<file path="config.mk">
export PLATFORM = sky130hd
export DESIGN_NAME = led_matrix_chain_framebuffer_core
export DESIGN_NICKNAME = d
export VERILOG_FILES = /design/src/rtl/lmfb_pkg.sv /design/src/rtl/lmfb_ram.sv /design/src/rtl/lmfb_datapath.sv /design/src/rtl/lmfb_ctrl.sv /design/src/rtl/led_matrix_chain_framebuffer_core.sv
export VERILOG_INCLUDE_DIRS = /design/src /design/src/rtl
export SDC_FILE = /design/constraint.sdc
export NUM_CORES = 2
export LEC_CHECK = 0
export ABC_AREA = 1
export BUFFER_PORTS_ARGS = -buffer_cell sky130_fd_sc_hd__buf_2
export CAP_MARGIN = 20
export CORE_MARGIN = 3
export CORE_UTILIZATION = 60
export DETAILED_ROUTE_END_ITERATION = 12
export GPL_TIMING_DRIVEN = 0
export PLACE_DENSITY = 0.83
export SLEW_MARGIN = 0
export SYNTH_ARGS = -nofsm -noshare
export SYNTH_HDL_FRONTEND = slang
export SYNTH_HIERARCHICAL = 1
export SYNTH_SLANG_ARGS = --single-unit
</file>
<file path="constraint.sdc">
create_clock -name aclk -period 8 [get_ports aclk]
set_input_delay 0.8 -clock aclk [delete_from_list [all_inputs] [get_ports aclk]]
set_output_delay 0.8 -clock aclk [all_outputs]
set_load 0.1 [all_outputs]
</file>
<file path="src/rtl/led_matrix_chain_framebuffer_core_assert.svh">
// ----------------------------------------------------------------------------
// led_matrix_chain_framebuffer_core_assert.svh
// Assertion macros shared by the frame buffer RTL.
// ----------------------------------------------------------------------------
`ifndef LED_MATRIX_CHAIN_FRAMEBUFFER_CORE_ASSERT_SVH
`define LED_MATRIX_CHAIN_FRAMEBUFFER_CORE_ASSERT_SVH

// same-cycle implication
`define LMFB_ASSERT_IMPL(name, clk, rstn, ante, cons) \
    name: assert property (@(posedge clk) disable iff (!(rstn)) (ante) |-> (cons)) \
        else $error("lmfb assertion failed");

// next-cycle implication
`define LMFB_ASSERT_NEXT(name, clk, rstn, ante, cons) \
    name: assert property (@(posedge clk) disable iff (!(rstn)) (ante) |=> (cons)) \
        else $error("lmfb assertion failed");

`endif

</file>
<file path="src/rtl/lmfb_pkg.sv">
// ----------------------------------------------------------------------------
// lmfb_pkg
// Shared constants, codes and controller/datapath interface types.
// ----------------------------------------------------------------------------
package lmfb_pkg;

    localparam int ROW_COUNT        = 8;
    localparam int MAX_PHYS_MODULES = 8;
    localparam int MAX_VIRT_MODULES = 16;

    localparam int ROW_W    = $clog2(ROW_COUNT);
    localparam int VIDX_W   = $clog2(MAX_VIRT_MODULES);
    localparam int PIDX_W   = $clog2(MAX_PHYS_MODULES);
    localparam int ST_DEPTH = ROW_COUNT * MAX_VIRT_MODULES;
    localparam int SH_DEPTH = ROW_COUNT * MAX_PHYS_MODULES;
    localparam int PHYS_W   = 4;
    localparam int VIRT_W   = 5;

    localparam logic [ROW_W-1:0] ROW_LAST = ROW_W'(ROW_COUNT - 1);

    // item command codes
    localparam logic [3:0] CMD_SET_PIXEL = 4'd0;
    localparam logic [3:0] CMD_CLR_PIXEL = 4'd1;
    localparam logic [3:0] CMD_ROW_ON    = 4'd2;
    localparam logic [3:0] CMD_ROW_OFF   = 4'd3;
    localparam logic [3:0] CMD_ALL_ON    = 4'd4;
    localparam logic [3:0] CMD_ALL_OFF   = 4'd5;
    localparam logic [3:0] CMD_SCROLL    = 4'd6;
    localparam logic [3:0] CMD_FLUSH     = 4'd7;
    localparam logic [3:0] CMD_BRIGHT    = 4'd8;

    // configuration register indexes
    localparam logic [1:0] CFG_PHYS_MODULES  = 2'd0;
    localparam logic [1:0] CFG_VIRT_MODULES  = 2'd1;
    localparam logic [1:0] CFG_REVERSE_ORDER = 2'd2;

    localparam logic [3:0] BRIGHT_ADDR = 4'hA;
    localparam logic [7:0] BYTE_ON     = 8'hFF;
    localparam logic [7:0] BYTE_OFF    = 8'h00;

    typedef enum logic [2:0] {
        WR_SET_BIT,
        WR_CLR_BIT,
        WR_FILL_ON,
        WR_FILL_OFF,
        WR_SHIFT
    } st_wsel_t;

    typedef enum logic [1:0] {
        TX_STORE,
        TX_SHOWN,
        TX_BRIGHT
    } tx_src_t;

    typedef struct packed {
        logic              st_rd;
        logic              st_wr;
        st_wsel_t          st_wsel;
        logic [ROW_W-1:0]  row;
        logic [VIDX_W-1:0] idx;
        logic [2:0]        bit_pos;
        logic              sh_rd;
        logic              sh_wr;
        logic              carry_cap;
        logic              carry_wrap;
        logic              emit;
        tx_src_t           tx_src;
        logic              tx_zero;
        logic              frame_end;
        logic              last;
        logic [3:0]        level;
        logic              dirty_set;
        logic              dirty_clr;
    } lmfb_cmd_t;

    typedef struct packed {
        logic                 out_free;
        logic [PHYS_W-1:0]    phys;
        logic [VIRT_W-1:0]    virt;
        logic [ROW_COUNT-1:0] dirty;
    } lmfb_sts_t;

endpackage

</file>
<file path="src/rtl/lmfb_ram.sv">
// ----------------------------------------------------------------------------
// lmfb_ram
// Generic single-write, single-read RAM with registered read data.
// ----------------------------------------------------------------------------
module lmfb_ram #(
    parameter int WIDTH = 8,
    parameter int DEPTH = 64
) (
    input  logic                     aclk,
    input  logic                     we,
    input  logic [$clog2(DEPTH)-1:0] waddr,
    input  logic [WIDTH-1:0]         wdata,
    input  logic                     re,
    input  logic [$clog2(DEPTH)-1:0] raddr,
    output logic [WIDTH-1:0]         rdata
);

    logic [WIDTH-1:0] mem [DEPTH];

    always_ff @(posedge aclk) begin
        if (we) begin
            mem[waddr] <= wdata;
        end
        if (re) begin
            rdata <= mem[raddr];
        end
    end

endmodule

</file>
<file path="src/rtl/lmfb_datapath.sv">
// ----------------------------------------------------------------------------
// lmfb_datapath
// Config registers, pixel store, shadow store, dirty bits, output register.
// ----------------------------------------------------------------------------
`include "led_matrix_chain_framebuffer_core_assert.svh"

module lmfb_datapath import lmfb_pkg::*; (
    input  logic        aclk,
    input  logic        aresetn,
    input  lmfb_cmd_t   dp_cmd,
    output lmfb_sts_t   dp_sts,
    input  logic        cfg_valid,
    output logic        cfg_ready,
    input  logic [1:0]  cfg_index,
    input  logic [4:0]  cfg_data,
    output logic        m_valid,
    input  logic        m_ready,
    output logic [3:0]  m_reg_addr,
    output logic [7:0]  m_reg_data,
    output logic        m_frame_end,
    output logic        m_last
);

    localparam int ST_AW = $clog2(ST_DEPTH);
    localparam int SH_AW = $clog2(SH_DEPTH);

    logic [PHYS_W-1:0]    phys_reg;
    logic [VIRT_W-1:0]    virt_reg;
    logic                 rev_reg;
    logic [ST_DEPTH-1:0]  st_vld_reg;
    logic [SH_DEPTH-1:0]  sh_vld_reg;
    logic                 st_rv_reg;
    logic                 sh_rv_reg;
    logic                 carry_reg;
    logic [ROW_COUNT-1:0] dirty_reg;
    logic                 m_valid_reg;
    logic [3:0]           m_addr_reg;
    logic [7:0]           m_data_reg;
    logic                 m_fe_reg;
    logic                 m_last_reg;

    logic [ST_AW-1:0]     st_addr;
    logic [SH_AW-1:0]     sh_addr;
    logic [7:0]           st_rdata;
    logic [7:0]           sh_rdata;
    logic [7:0]           st_data;
    logic [7:0]           sh_data;
    logic [7:0]           st_wdata;
    logic [7:0]           bit_mask;
    logic [7:0]           tx_byte;
    logic [7:0]           tx_data;
    logic                 cfg_we;
    logic [PHYS_W-1:0]    phys_sat;
    logic [VIRT_W-1:0]    virt_sat;
    logic                 out_free;

    function automatic logic [7:0] flip_byte(input logic [7:0] b);
        logic [7:0] r;
        for (int i = 0; i < 8; i++) begin
            r[i] = b[7 - i];
        end
        return r;
    endfunction

    assign cfg_ready = 1'b1;
    assign cfg_we    = cfg_valid && cfg_ready;

    always_comb begin
        phys_sat = cfg_data[PHYS_W-1:0];
        if (phys_sat == '0) begin
            phys_sat = PHYS_W'(1);
        end else if (phys_sat > PHYS_W'(MAX_PHYS_MODULES)) begin
            phys_sat = PHYS_W'(MAX_PHYS_MODULES);
        end
        virt_sat = cfg_data[VIRT_W-1:0];
        if (virt_sat == '0) begin
            virt_sat = VIRT_W'(1);
        end else if (virt_sat > VIRT_W'(MAX_VIRT_MODULES)) begin
            virt_sat = VIRT_W'(MAX_VIRT_MODULES);
        end
    end

    assign st_addr  = {dp_cmd.row, dp_cmd.idx};
    assign sh_addr  = {dp_cmd.row, dp_cmd.idx[PIDX_W-1:0]};
    assign st_data  = st_rv_reg ? st_rdata : 8'h00;
    assign sh_data  = sh_rv_reg ? sh_rdata : 8'h00;
    assign bit_mask = 8'h01 << dp_cmd.bit_pos;

    always_comb begin
        case (dp_cmd.st_wsel)
            WR_SET_BIT:  st_wdata = st_data | bit_mask;
            WR_CLR_BIT:  st_wdata = st_data & ~bit_mask;
            WR_FILL_ON:  st_wdata = BYTE_ON;
            WR_FILL_OFF: st_wdata = BYTE_OFF;
            WR_SHIFT:    st_wdata = {carry_reg, st_data[7:1]};
            default:     st_wdata = BYTE_OFF;
        endcase
    end

    lmfb_ram #(
        .WIDTH (8),
        .DEPTH (ST_DEPTH)
    ) u_store (
        .aclk  (aclk),
        .we    (dp_cmd.st_wr),
        .waddr (st_addr),
        .wdata (st_wdata),
        .re    (dp_cmd.st_rd),
        .raddr (st_addr),
        .rdata (st_rdata)
    );

    lmfb_ram #(
        .WIDTH (8),
        .DEPTH (SH_DEPTH)
    ) u_shown (
        .aclk  (aclk),
        .we    (dp_cmd.sh_wr),
        .waddr (sh_addr),
        .wdata (st_data),
        .re    (dp_cmd.sh_rd),
        .raddr (sh_addr),
        .rdata (sh_rdata)
    );

    always_comb begin
        case (dp_cmd.tx_src)
            TX_STORE:  tx_byte = dp_cmd.tx_zero ? 8'h00 : st_data;
            TX_SHOWN:  tx_byte = sh_data;
            TX_BRIGHT: tx_byte = {4'h0, dp_cmd.level};
            default:   tx_byte = 8'h00;
        endcase
        if (rev_reg && dp_cmd.tx_src != TX_BRIGHT) begin
            tx_data = flip_byte(tx_byte);
        end else begin
            tx_data = tx_byte;
        end
    end

    assign out_free = !m_valid_reg || m_ready;

    always_ff @(posedge aclk) begin
        if (!aresetn) begin
            phys_reg    <= PHYS_W'(4);
            virt_reg    <= VIRT_W'(8);
            rev_reg     <= 1'b0;
            st_vld_reg  <= '0;
            sh_vld_reg  <= '0;
            st_rv_reg   <= 1'b0;
            sh_rv_reg   <= 1'b0;
            carry_reg   <= 1'b0;
            dirty_reg   <= '0;
            m_valid_reg <= 1'b0;
        end else begin
            if (cfg_we && cfg_index == CFG_PHYS_MODULES) begin
                phys_reg <= phys_sat;
            end
            if (cfg_we && cfg_index == CFG_REVERSE_ORDER) begin
                rev_reg <= cfg_data[0];
            end
            if (cfg_we && cfg_index == CFG_VIRT_MODULES) begin
                virt_reg   <= virt_sat;
                st_vld_reg <= '0;
            end else if (dp_cmd.st_wr) begin
                st_vld_reg[st_addr] <= 1'b1;
            end
            if (dp_cmd.sh_wr) begin
                sh_vld_reg[sh_addr] <= 1'b1;
            end
            if (dp_cmd.st_rd) begin
                st_rv_reg <= st_vld_reg[st_addr];
            end
            if (dp_cmd.sh_rd) begin
                sh_rv_reg <= sh_vld_reg[sh_addr];
            end
            if (dp_cmd.carry_cap) begin
                carry_reg <= dp_cmd.carry_wrap && st_data[0];
            end else if (dp_cmd.st_wr && dp_cmd.st_wsel == WR_SHIFT) begin
                carry_reg <= st_data[0];
            end
            if (dp_cmd.dirty_set) begin
                dirty_reg[dp_cmd.row] <= 1'b1;
            end else if (dp_cmd.dirty_clr) begin
                dirty_reg[dp_cmd.row] <= 1'b0;
            end
            if (dp_cmd.emit) begin
                m_valid_reg <= 1'b1;
            end else if (m_ready) begin
                m_valid_reg <= 1'b0;
            end
        end
    end

    always_ff @(posedge aclk) begin
        if (dp_cmd.emit) begin
            m_addr_reg <= (dp_cmd.tx_src == TX_BRIGHT) ? BRIGHT_ADDR
                                                       : 4'({1'b0, dp_cmd.row} + 4'd1);
            m_data_reg <= tx_data;
            m_fe_reg   <= dp_cmd.frame_end;
            m_last_reg <= dp_cmd.last;
        end
    end

    assign dp_sts.out_free = out_free;
    assign dp_sts.phys     = phys_reg;
    assign dp_sts.virt     = virt_reg;
    assign dp_sts.dirty    = dirty_reg;

    assign m_valid     = m_valid_reg;
    assign m_reg_addr  = m_addr_reg;
    assign m_reg_data  = m_data_reg;
    assign m_frame_end = m_fe_reg;
    assign m_last      = m_last_reg;

    `LMFB_ASSERT_NEXT(a_emit_shows_valid, aclk, aresetn, dp_cmd.emit, m_valid)
    `LMFB_ASSERT_IMPL(a_last_ends_frame, aclk, aresetn, m_valid && m_last, m_frame_end)
    `LMFB_ASSERT_NEXT(a_stall_holds_valid, aclk, aresetn, m_valid && !m_ready, m_valid)

endmodule

</file>
<file path="src/rtl/lmfb_ctrl.sv">
// ----------------------------------------------------------------------------
// lmfb_ctrl
// Command sequencer: pixel and fill writes, scroll, flush, brightness and frame sending.
// ----------------------------------------------------------------------------
`include "led_matrix_chain_framebuffer_core_assert.svh"

module lmfb_ctrl import lmfb_pkg::*; (
    input  logic        aclk,
    input  logic        aresetn,
    input  logic        s_valid,
    output logic        s_ready,
    input  logic [3:0]  s_cmd,
    input  logic [2:0]  s_row,
    input  logic [6:0]  s_col,
    input  logic        s_flush_after,
    input  logic        s_wrap,
    input  logic [3:0]  s_level,
    input  lmfb_sts_t   dp_sts,
    output lmfb_cmd_t   dp_cmd
);

    typedef enum logic [3:0] {
        S_IDLE,
        S_PIX_RD,
        S_PIX_WR,
        S_FILL,
        S_FL_RD,
        S_FL_WR,
        S_SC_CAP_RD,
        S_SC_CAP,
        S_SC_RD,
        S_SC_WR,
        S_TX_RD,
        S_TX_EMIT,
        S_ROW_END,
        S_BRIGHT
    } state_t;

    state_t            state_reg, state_next;
    logic [3:0]        cmd_reg, cmd_next;
    logic [ROW_W-1:0]  row_reg, row_next;
    logic [VIDX_W-1:0] idx_reg, idx_next;
    logic [2:0]        bit_reg, bit_next;
    logic              fl_reg, fl_next;
    logic              wrap_reg, wrap_next;
    logic [3:0]        level_reg, level_next;

    logic [VIRT_W-1:0] virt_m1;
    logic [VIDX_W-1:0] virt_last;
    logic [PHYS_W-1:0] phys_m1;
    logic [PIDX_W-1:0] phys_last;
    logic [VIRT_W-1:0] cnt;
    logic [VIRT_W-1:0] cnt_m1;
    logic [PIDX_W-1:0] cnt_last;
    logic              is_scroll;
    logic              is_all;
    logic              is_on;
    logic              more_dirty;
    logic              accept;

    assign virt_m1    = dp_sts.virt - VIRT_W'(1);
    assign virt_last  = virt_m1[VIDX_W-1:0];
    assign phys_m1    = dp_sts.phys - PHYS_W'(1);
    assign phys_last  = phys_m1[PIDX_W-1:0];
    assign cnt        = (VIRT_W'(dp_sts.phys) < dp_sts.virt) ? VIRT_W'(dp_sts.phys)
                                                             : dp_sts.virt;
    assign cnt_m1     = cnt - VIRT_W'(1);
    assign cnt_last   = cnt_m1[PIDX_W-1:0];
    assign is_scroll  = (cmd_reg == CMD_SCROLL);
    assign is_all     = (cmd_reg == CMD_ALL_ON) || (cmd_reg == CMD_ALL_OFF);
    assign is_on      = (cmd_reg == CMD_ROW_ON) || (cmd_reg == CMD_ALL_ON);
    assign more_dirty = |(dp_sts.dirty & ({{(ROW_COUNT-1){1'b1}}, 1'b0} << row_reg));
    assign s_ready    = (state_reg == S_IDLE);
    assign accept     = s_valid && s_ready;

    always_comb begin
        state_next = state_reg;
        cmd_next   = cmd_reg;
        row_next   = row_reg;
        idx_next   = idx_reg;
        bit_next   = bit_reg;
        fl_next    = fl_reg;
        wrap_next  = wrap_reg;
        level_next = level_reg;

        dp_cmd            = '0;
        dp_cmd.st_wsel    = WR_SET_BIT;
        dp_cmd.tx_src     = TX_SHOWN;
        dp_cmd.row        = row_reg;
        dp_cmd.idx        = idx_reg;
        dp_cmd.bit_pos    = bit_reg;
        dp_cmd.carry_wrap = wrap_reg;
        dp_cmd.level      = level_reg;

        unique case (state_reg)
            S_IDLE: begin
                if (accept) begin
                    cmd_next   = s_cmd;
                    fl_next    = s_flush_after;
                    wrap_next  = s_wrap;
                    level_next = s_level;
                    row_next   = '0;
                    idx_next   = '0;
                    case (s_cmd) inside
                        CMD_SET_PIXEL, CMD_CLR_PIXEL: begin
                            row_next = s_row;
                            idx_next = s_col[6:3];
                            bit_next = s_col[2:0];
                            if (VIRT_W'(s_col[6:3]) < dp_sts.virt) begin
                                state_next = S_PIX_RD;
                            end
                        end
                        CMD_ROW_ON, CMD_ROW_OFF: begin
                            row_next   = s_row;
                            state_next = S_FILL;
                        end
                        CMD_ALL_ON, CMD_ALL_OFF: state_next = S_FILL;
                        CMD_SCROLL:              state_next = S_SC_CAP_RD;
                        CMD_FLUSH:               state_next = S_FL_RD;
                        CMD_BRIGHT: begin
                            idx_next   = VIDX_W'(phys_last);
                            state_next = S_BRIGHT;
                        end
                        default: state_next = S_IDLE;
                    endcase
                end
            end
            S_PIX_RD: begin
                dp_cmd.st_rd = 1'b1;
                state_next   = S_PIX_WR;
            end
            S_PIX_WR: begin
                dp_cmd.st_wr     = 1'b1;
                dp_cmd.st_wsel   = (cmd_reg == CMD_SET_PIXEL) ? WR_SET_BIT : WR_CLR_BIT;
                dp_cmd.dirty_set = 1'b1;
                row_next         = '0;
                idx_next         = '0;
                state_next       = fl_reg ? S_FL_RD : S_IDLE;
            end
            S_FILL: begin
                dp_cmd.st_wr     = 1'b1;
                dp_cmd.st_wsel   = is_on ? WR_FILL_ON : WR_FILL_OFF;
                dp_cmd.dirty_set = 1'b1;
                if (idx_reg == virt_last) begin
                    idx_next = '0;
                    if (is_all && row_reg != ROW_LAST) begin
                        row_next = row_reg + ROW_W'(1);
                    end else begin
                        row_next   = '0;
                        state_next = fl_reg ? S_FL_RD : S_IDLE;
                    end
                end else begin
                    idx_next = idx_reg + VIDX_W'(1);
                end
            end
            S_FL_RD: begin
                dp_cmd.st_rd = 1'b1;
                state_next   = S_FL_WR;
            end
            S_FL_WR: begin
                dp_cmd.sh_wr = 1'b1;
                if (idx_reg == VIDX_W'(cnt_last)) begin
                    if (dp_sts.dirty[row_reg]) begin
                        idx_next   = VIDX_W'(phys_last);
                        state_next = S_TX_RD;
                    end else begin
                        state_next = S_ROW_END;
                    end
                end else begin
                    idx_next   = idx_reg + VIDX_W'(1);
                    state_next = S_FL_RD;
                end
            end
            S_SC_CAP_RD: begin
                dp_cmd.st_rd = 1'b1;
                dp_cmd.idx   = '0;
                state_next   = S_SC_CAP;
            end
            S_SC_CAP: begin
                dp_cmd.carry_cap = 1'b1;
                idx_next         = virt_last;
                state_next       = S_SC_RD;
            end
            S_SC_RD: begin
                dp_cmd.st_rd = 1'b1;
                state_next   = S_SC_WR;
            end
            S_SC_WR: begin
                dp_cmd.st_wr   = 1'b1;
                dp_cmd.st_wsel = WR_SHIFT;
                if (idx_reg == '0) begin
                    idx_next   = VIDX_W'(phys_last);
                    state_next = S_TX_RD;
                end else begin
                    idx_next   = idx_reg - VIDX_W'(1);
                    state_next = S_SC_RD;
                end
            end
            S_TX_RD: begin
                dp_cmd.st_rd = is_scroll;
                dp_cmd.sh_rd = !is_scroll;
                state_next   = S_TX_EMIT;
            end
            S_TX_EMIT: begin
                dp_cmd.emit      = dp_sts.out_free;
                dp_cmd.tx_src    = is_scroll ? TX_STORE : TX_SHOWN;
                dp_cmd.tx_zero   = VIRT_W'(idx_reg) >= dp_sts.virt;
                dp_cmd.frame_end = (idx_reg == '0);
                dp_cmd.last      = (idx_reg == '0) &&
                                   (is_scroll ? (row_reg == ROW_LAST) : !more_dirty);
                if (dp_sts.out_free) begin
                    if (idx_reg == '0) begin
                        state_next = S_ROW_END;
                    end else begin
                        idx_next   = idx_reg - VIDX_W'(1);
                        state_next = S_TX_RD;
                    end
                end
            end
            S_ROW_END: begin
                dp_cmd.dirty_clr = !is_scroll;
                idx_next         = '0;
                if (row_reg == ROW_LAST) begin
                    state_next = S_IDLE;
                end else begin
                    row_next   = row_reg + ROW_W'(1);
                    state_next = is_scroll ? S_SC_CAP_RD : S_FL_RD;
                end
            end
            S_BRIGHT: begin
                dp_cmd.emit      = dp_sts.out_free;
                dp_cmd.tx_src    = TX_BRIGHT;
                dp_cmd.frame_end = (idx_reg == '0);
                dp_cmd.last      = (idx_reg == '0);
                if (dp_sts.out_free) begin
                    if (idx_reg == '0) begin
                        state_next = S_IDLE;
                    end else begin
                        idx_next = idx_reg - VIDX_W'(1);
                    end
                end
            end
            default: state_next = S_IDLE;
        endcase
    end

    always_ff @(posedge aclk) begin
        if (!aresetn) begin
            state_reg <= S_IDLE;
            cmd_reg   <= '0;
            row_reg   <= '0;
            idx_reg   <= '0;
            bit_reg   <= '0;
            fl_reg    <= 1'b0;
            wrap_reg  <= 1'b0;
            level_reg <= '0;
        end else begin
            state_reg <= state_next;
            cmd_reg   <= cmd_next;
            row_reg   <= row_next;
            idx_reg   <= idx_next;
            bit_reg   <= bit_next;
            fl_reg    <= fl_next;
            wrap_reg  <= wrap_next;
            level_reg <= level_next;
        end
    end

    `LMFB_ASSERT_IMPL(a_emit_needs_room, aclk, aresetn, dp_cmd.emit, dp_sts.out_free)
    `LMFB_ASSERT_IMPL(a_store_rd_wr_split, aclk, aresetn, dp_cmd.st_wr, !dp_cmd.st_rd)
    `LMFB_ASSERT_IMPL(a_idle_is_quiet, aclk, aresetn, s_ready, !dp_cmd.emit && !dp_cmd.st_wr)

endmodule

</file>
<file path="src/rtl/led_matrix_chain_framebuffer_core.sv">
// ----------------------------------------------------------------------------
// led_matrix_chain_framebuffer_core
// Frame buffer and frame sender for a daisy-chained row of 8x8 LED drivers.
//
//   channel  | handshake             | payload
//   ---------+-----------------------+-------------------------------------
//   s_       | s_valid / s_ready     | cmd, row, col, flush_after, wrap, level
//   m_       | m_valid / m_ready     | reg_addr, reg_data, frame_end, last
//   cfg_     | cfg_valid / cfg_ready | cfg_index, cfg_data
//
// One item at a time. A pixel write reads, then rewrites a store byte; fill writes
// one module per cycle; flush copies rows to the shown store and sends dirty rows;
// scroll shifts each row by one pixel and sends it; brightness sends one write per
// physical module. Store accesses are paced by the single read port and registered
// read of the store RAMs. Reset loads phys 4, virt 8, no reversal; per-entry valid
// bits make both stores read as zero at once, so no clearing pass is needed.
// A stalled m_ ready holds the sequencer in its send step.
// ----------------------------------------------------------------------------
module led_matrix_chain_framebuffer_core import lmfb_pkg::*; (
    input  logic        aclk,
    input  logic        aresetn,
    input  logic        s_valid,
    output logic        s_ready,
    input  logic [3:0]  s_cmd,
    input  logic [2:0]  s_row,
    input  logic [6:0]  s_col,
    input  logic        s_flush_after,
    input  logic        s_wrap,
    input  logic [3:0]  s_level,
    output logic        m_valid,
    input  logic        m_ready,
    output logic [3:0]  m_reg_addr,
    output logic [7:0]  m_reg_data,
    output logic        m_frame_end,
    output logic        m_last,
    input  logic        cfg_valid,
    output logic        cfg_ready,
    input  logic [1:0]  cfg_index,
    input  logic [4:0]  cfg_data
);

    lmfb_cmd_t dp_cmd;
    lmfb_sts_t dp_sts;

    lmfb_ctrl u_ctrl (
        .aclk          (aclk),
        .aresetn       (aresetn),
        .s_valid       (s_valid),
        .s_ready       (s_ready),
        .s_cmd         (s_cmd),
        .s_row         (s_row),
        .s_col         (s_col),
        .s_flush_after (s_flush_after),
        .s_wrap        (s_wrap),
        .s_level       (s_level),
        .dp_sts        (dp_sts),
        .dp_cmd        (dp_cmd)
    );

    lmfb_datapath u_datapath (
        .aclk        (aclk),
        .aresetn     (aresetn),
        .dp_cmd      (dp_cmd),
        .dp_sts      (dp_sts),
        .cfg_valid   (cfg_valid),
        .cfg_ready   (cfg_ready),
        .cfg_index   (cfg_index),
        .cfg_data    (cfg_data),
        .m_valid     (m_valid),
        .m_ready     (m_ready),
        .m_reg_addr  (m_reg_addr),
        .m_reg_data  (m_reg_data),
        .m_frame_end (m_frame_end),
        .m_last      (m_last)
    );

endmodule
</file>
==> results.rst <==
.. list-table::
   :header-rows: 1

   * - Metric
     - Value
   * - Layout Cells excl Fill
     - 9,394
   * - Run status
     - finished clean
   * - Worst reg2reg startpoint
     - u_ctrl/state_reg[0]$_SDFFE_PN0P_
   * - Half-perimeter wire length of the detailed placement result
     - 169,000 um
   * - Core Rows
     - 130
   * - Longest Clk Path Bufs
     - 3
   * - Relative contribution of sequential cells to total power
     - roughly 40%
   * - Post-synth top area share
     - about 62%
   * - Flip-flop cell with the highest count after synthesis
     - sky130_fd_sc_hd__edfxtp_1
   * - Number of setup buffers added after CTS
     - 0
   * - Initial antenna violation count
     - 9
   * - Arrival time at the worst endpoint
     - 5.01 ns
   * - Mapped Avg Cell Area
     - about 11 um2
   * - # placed instances
     - between 9k and 10k
   * - Die width
     - between 300 and 400 um
   * - Required time of the worst setup path
     - between 8 and 9 ns
   * - Antenna viol nets, final
     - 0
   * - Crit path max fanout
     - 10
   * - Logic gate share of total power
     - between 30% and 40%
   * - Switch Pwr
     - approximately 10 mW
   * - Fraction of registers with async set or reset after synthesis
     - 0%
   * - Top library cells by usage in the layout, fill and taps aside
     - sky130_fd_sc_hd__nand2_1, sky130_fd_sc_hd__edfxtp_1, sky130_fd_sc_hd__nand3_1
   * - Via count of the first global-routing pass
     - 55.7k
   * - Hold Violations, Final
     - 0
   * - Clock Power Share
     - between 30% and 40%
   * - Destination of the worst register-to-register timing path
     - u_datapath/u_store/rdata[1]$_DFFE_PP_
   * - Total number of clock tree sinks
     - ~1.8k
   * - Max-slew violations
     - 0
   * - Overall power after layout
     - 28.0 mW
   * - Count of unique library cells instantiated by Yosys
     - 55
   * - Setup slack, reg-to-reg
     - around 3.5 ns
   * - Detail-routed via count per cell
     - about 6.4
   * - Register area share after synthesis
     - around 68%
   * - Count of buffers inserted at the top-level ports
     - 47
   * - Hold WC Path Type
     - in -> reg
   * - Count of instances resized after the clock tree is built
     - 0
   * - Root cell of the clock tree
     - sky130_fd_sc_hd__clkbuf_16
   * - Insertion delay of the later-clocked pin in the worst-skew pair
     - 0.82 ns
   * - Vertical die dimension
     - 363 um
   * - Startpoint class of the critical path
     - register
   * - Growth of design area from synthesis to finish
     - 12.3%
   * - Max-capacitance violation count
     - 0
   * - Delay of the slowest critical-path stage
     - ~0.72 ns
   * - Max Fclk
     - 222 MHz
   * - Share of layout cells above drive strength 1
     - 10.9%
   * - Fill count
     - about 8.6k
   * - Critical path endpoint category
     - register
   * - Pwr Density
     - 326 nW/um2
   * - Area of the die
     - 132,000 um2
   * - Design internal power
     - 17.9 mW
   * - Floorplan core area
     - 126,000 um2
   * - Routed WL per cell
     - 25.9 um
   * - Relative slew slack
     - 12.3%
   * - Via count of the routed design
     - 59.8k
   * - Clock buffer count from CTS
     - 175
   * - Launch point of the critical path
     - u_ctrl/state_reg[0]$_SDFFE_PN0P_
   * - Pleak
     - between 30 and 40 nW
   * - Post-detailed-route DRC marker count
     - 0
   * - Worst setup path class
     - reg -> reg
   * - RSZ-0062 raised after global routing
     - no
   * - Most common cell after layout, fill and taps aside
     - sky130_fd_sc_hd__nand2_1
   * - Hold-fix buffers, CTS
     - 0
   * - Slowest cell on the critical path
     - sky130_fd_sc_hd__clkbuf_1
   * - Fin crit period
     - 4.50 ns
   * - Clock tree from TritonCTS
     - yes
   * - Area leader, netlist
     - sky130_fd_sc_hd__edfxtp_1
   * - Layout Skew
     - 0.0376 ns
   * - Weighted congestion reported at the end of routability-driven placement
     - 1.03
   * - Proportion of total power due to net switching
     - 35.9%
   * - Initial Utilization
     - between 60% and 70%
   * - Number of setup violations in the final report
     - 0
   * - Depth of the worst register-to-register path
     - 15
   * - Hold Path End
     - u_datapath/virt_reg[1]$_SDFFE_PN0P_
   * - Nets@finish
     - between 7k and 8k
   * - Overall fraction of global-route tracks in use
     - 36.2%
   * - Total gr overflow
     - 0
   * - Startpoint of the lowest-slack hold path
     - cfg_data[1]
   * - Cell types occupying the most area after synthesis
     - sky130_fd_sc_hd__edfxtp_1, sky130_fd_sc_hd__nand2_1, sky130_fd_sc_hd__nand3_1, sky130_fd_sc_hd__dfxtp_1, sky130_fd_sc_hd__nor2_1
   * - Critical path cell sequence
     - inv_1 -> nand2_1 -> nor2_1 -> nor2_1 -> buf_6 -> clkbuf_1 -> buf_8 -> clkbuf_1 -> nand3_1 -> nand2_1 -> nand2_1 -> nand3_1 -> nand2_1 -> nand2_1 -> nand2_1
   * - Ports placed on the boundary
     - 49
   * - Synth warnings
     - 6
   * - DRC marker count from the first detailed-route iteration
     - 10.4k
   * - Number of enable flip-flop cells after synthesis
     - about 1.6k
   * - Number of optimization iterations in the first detailed-route pass
     - 9
   * - Largest register FFs
     - 1,024
   * - CTS H-tree depth
     - 4
   * - Pin count of the biggest net entering global routing
     - 66
   * - Hold-critical path depth
     - 3
   * - Number of flip-flops and latches in the synthesized netlist
     - 1,804
   * - IR drop worst, VDD
     - 272 uV
   * - Clock-pin slew of the registers on the worst-case setup and hold paths
     - 0.06 ns
   * - Wirelength, routed
     - 243,000 um
   * - Share of the clock period used by the worst path after layout
     - about 56%
   * - Most used cell, CP
     - sky130_fd_sc_hd__nand2_1
   * - Wire length of the first global-routing pass
     - roughly 350,000 um
   * - Netlist Area Pre-Place
     - 76,400 um2
   * - Post-Syn Instances
     - a little over 7k
   * - Post-synthesis net count
     - 7,297
   * - Worst-margin pin slew
     - 1.32 ns
-- area by class of cell --
type / count / area [um2] / area share (%)
flip-flops and latches: 1804 / 51800 / 60.4
repair buffers: 167 / 1450 / 1.69
diodes: 7 / 17.5 / 0.0204
well taps: 1650 / 2060 / 2.41
multi-input cells: 4731 / 21000 / 24.5
clock inverters: 101 / 1080 / 1.26
plain buffers: 422 / 2590 / 3.02
clock buffers: 224 / 4720 / 5.50
inverters: 288 / 1100 / 1.28
-- synthesized netlist by cell type (6+ instances only) --
master / count
sky130_fd_sc_hd__o211ai_1: 36
sky130_fd_sc_hd__nor2_4: 10
sky130_fd_sc_hd__buf_1: 27
sky130_fd_sc_hd__ha_1: 20
sky130_fd_sc_hd__nor4_1: 11
sky130_fd_sc_hd__clkbuf_1: 70
sky130_fd_sc_hd__buf_4: 65
sky130_fd_sc_hd__a21oi_1: 250
sky130_fd_sc_hd__dfxtp_1: 238
sky130_fd_sc_hd__o21ai_1: 7
sky130_fd_sc_hd__buf_2: 191
sky130_fd_sc_hd__inv_2: 22
sky130_fd_sc_hd__nand3_1: 1435
sky130_fd_sc_hd__inv_1: 261
sky130_fd_sc_hd__o22ai_1: 6
sky130_fd_sc_hd__o21ai_0: 85
sky130_fd_sc_hd__edfxtp_1: 1566
sky130_fd_sc_hd__nand3_2: 11
sky130_fd_sc_hd__nor2_1: 392
sky130_fd_sc_hd__nand2_1: 2352
sky130_fd_sc_hd__nand4_1: 16
sky130_fd_sc_hd__buf_6: 65
sky130_fd_sc_hd__nor3_1: 23
sky130_fd_sc_hd__nor2_2: 20
-- critical path: cells and delay by family, from the launching register on --
family / cells / cell delay (ns)
buffers and inverters: 5 / 1.90
DFF: 1 / 0.49
and+or+nand+nor: 10 / 1.78
-- layer usage --
layer  vias up  wire length, um  track usage (%)
li1      25665                -                -
met1     27925            81200             44.9
met2      5102           111000             56.7
met3      1097            32400             9.24
met4         8            19100             23.6
met5         -               57           0.0370
-- stage by stage --
step	worst slack, ns	hold slack [ns]	cell area, um2	util [%]	setup TNS (ns)
after floorplan	2.36	0.423	76400	-	0
after global placement	-3.43	0.438	78700	62.4	-2728.64
after detailed placement	3.80	0.444	80000	63.4	0
after CTS	3.76	0.227	85800	68.0	0
after global routing	3.54	0.267	85800	68.1	0
final	3.50	0.278	85800	68.1	0
-- worst max-delay path by stage --
stage | endpoint | slack, ns
2_1_floorplan | u_datapath/u_store/mem[0][1]$_DFFE_PP_ | 2.36
3_3_place_gp | u_datapath/u_store/mem[64][6]$_DFFE_PP_ | -3.43
3_5_place_dp | u_datapath/u_store/rdata[6]$_DFFE_PP_ | 3.80
4_1_cts | u_datapath/u_store/rdata[6]$_DFFE_PP_ | 3.76
5_1_grt | u_datapath/u_store/rdata[6]$_DFFE_PP_ | 3.54
6_report | u_datapath/u_store/rdata[1]$_DFFE_PP_ | 3.50
-- kinds of logic (layout without fill, tap and decap cells) --
family / after synthesis / count (layout) / share of synthesized area, %
and+or+nand+nor: 4288 / 4288 / 24.0
other: 1 / 8 / 0.00491
adders and majority gates: 20 / 20 / 0.328
buffers and inverters: 710 / 1202 / 4.82
xor gates and xnor gates: 9 / 9 / 0.113
DFF: 1804 / 1804 / 67.8
AOI/OAI and AO/OA: 413 / 413 / 2.99
-- power groups by stage --
stage	sequential (mW)	combinational [mW]	clock [mW]
6_report	11.0	8.52	8.39
5_1_grt	11.1	8.84	8.78
4_1_cts	11.0	8.07	8.40
3_5_place_dp	11.2	7.98	0
3_3_place_gp	11.6	7.42	0
2_1_floorplan	11.4	4.61	0
Note: power is estimated with default switching activity, not from simulation.
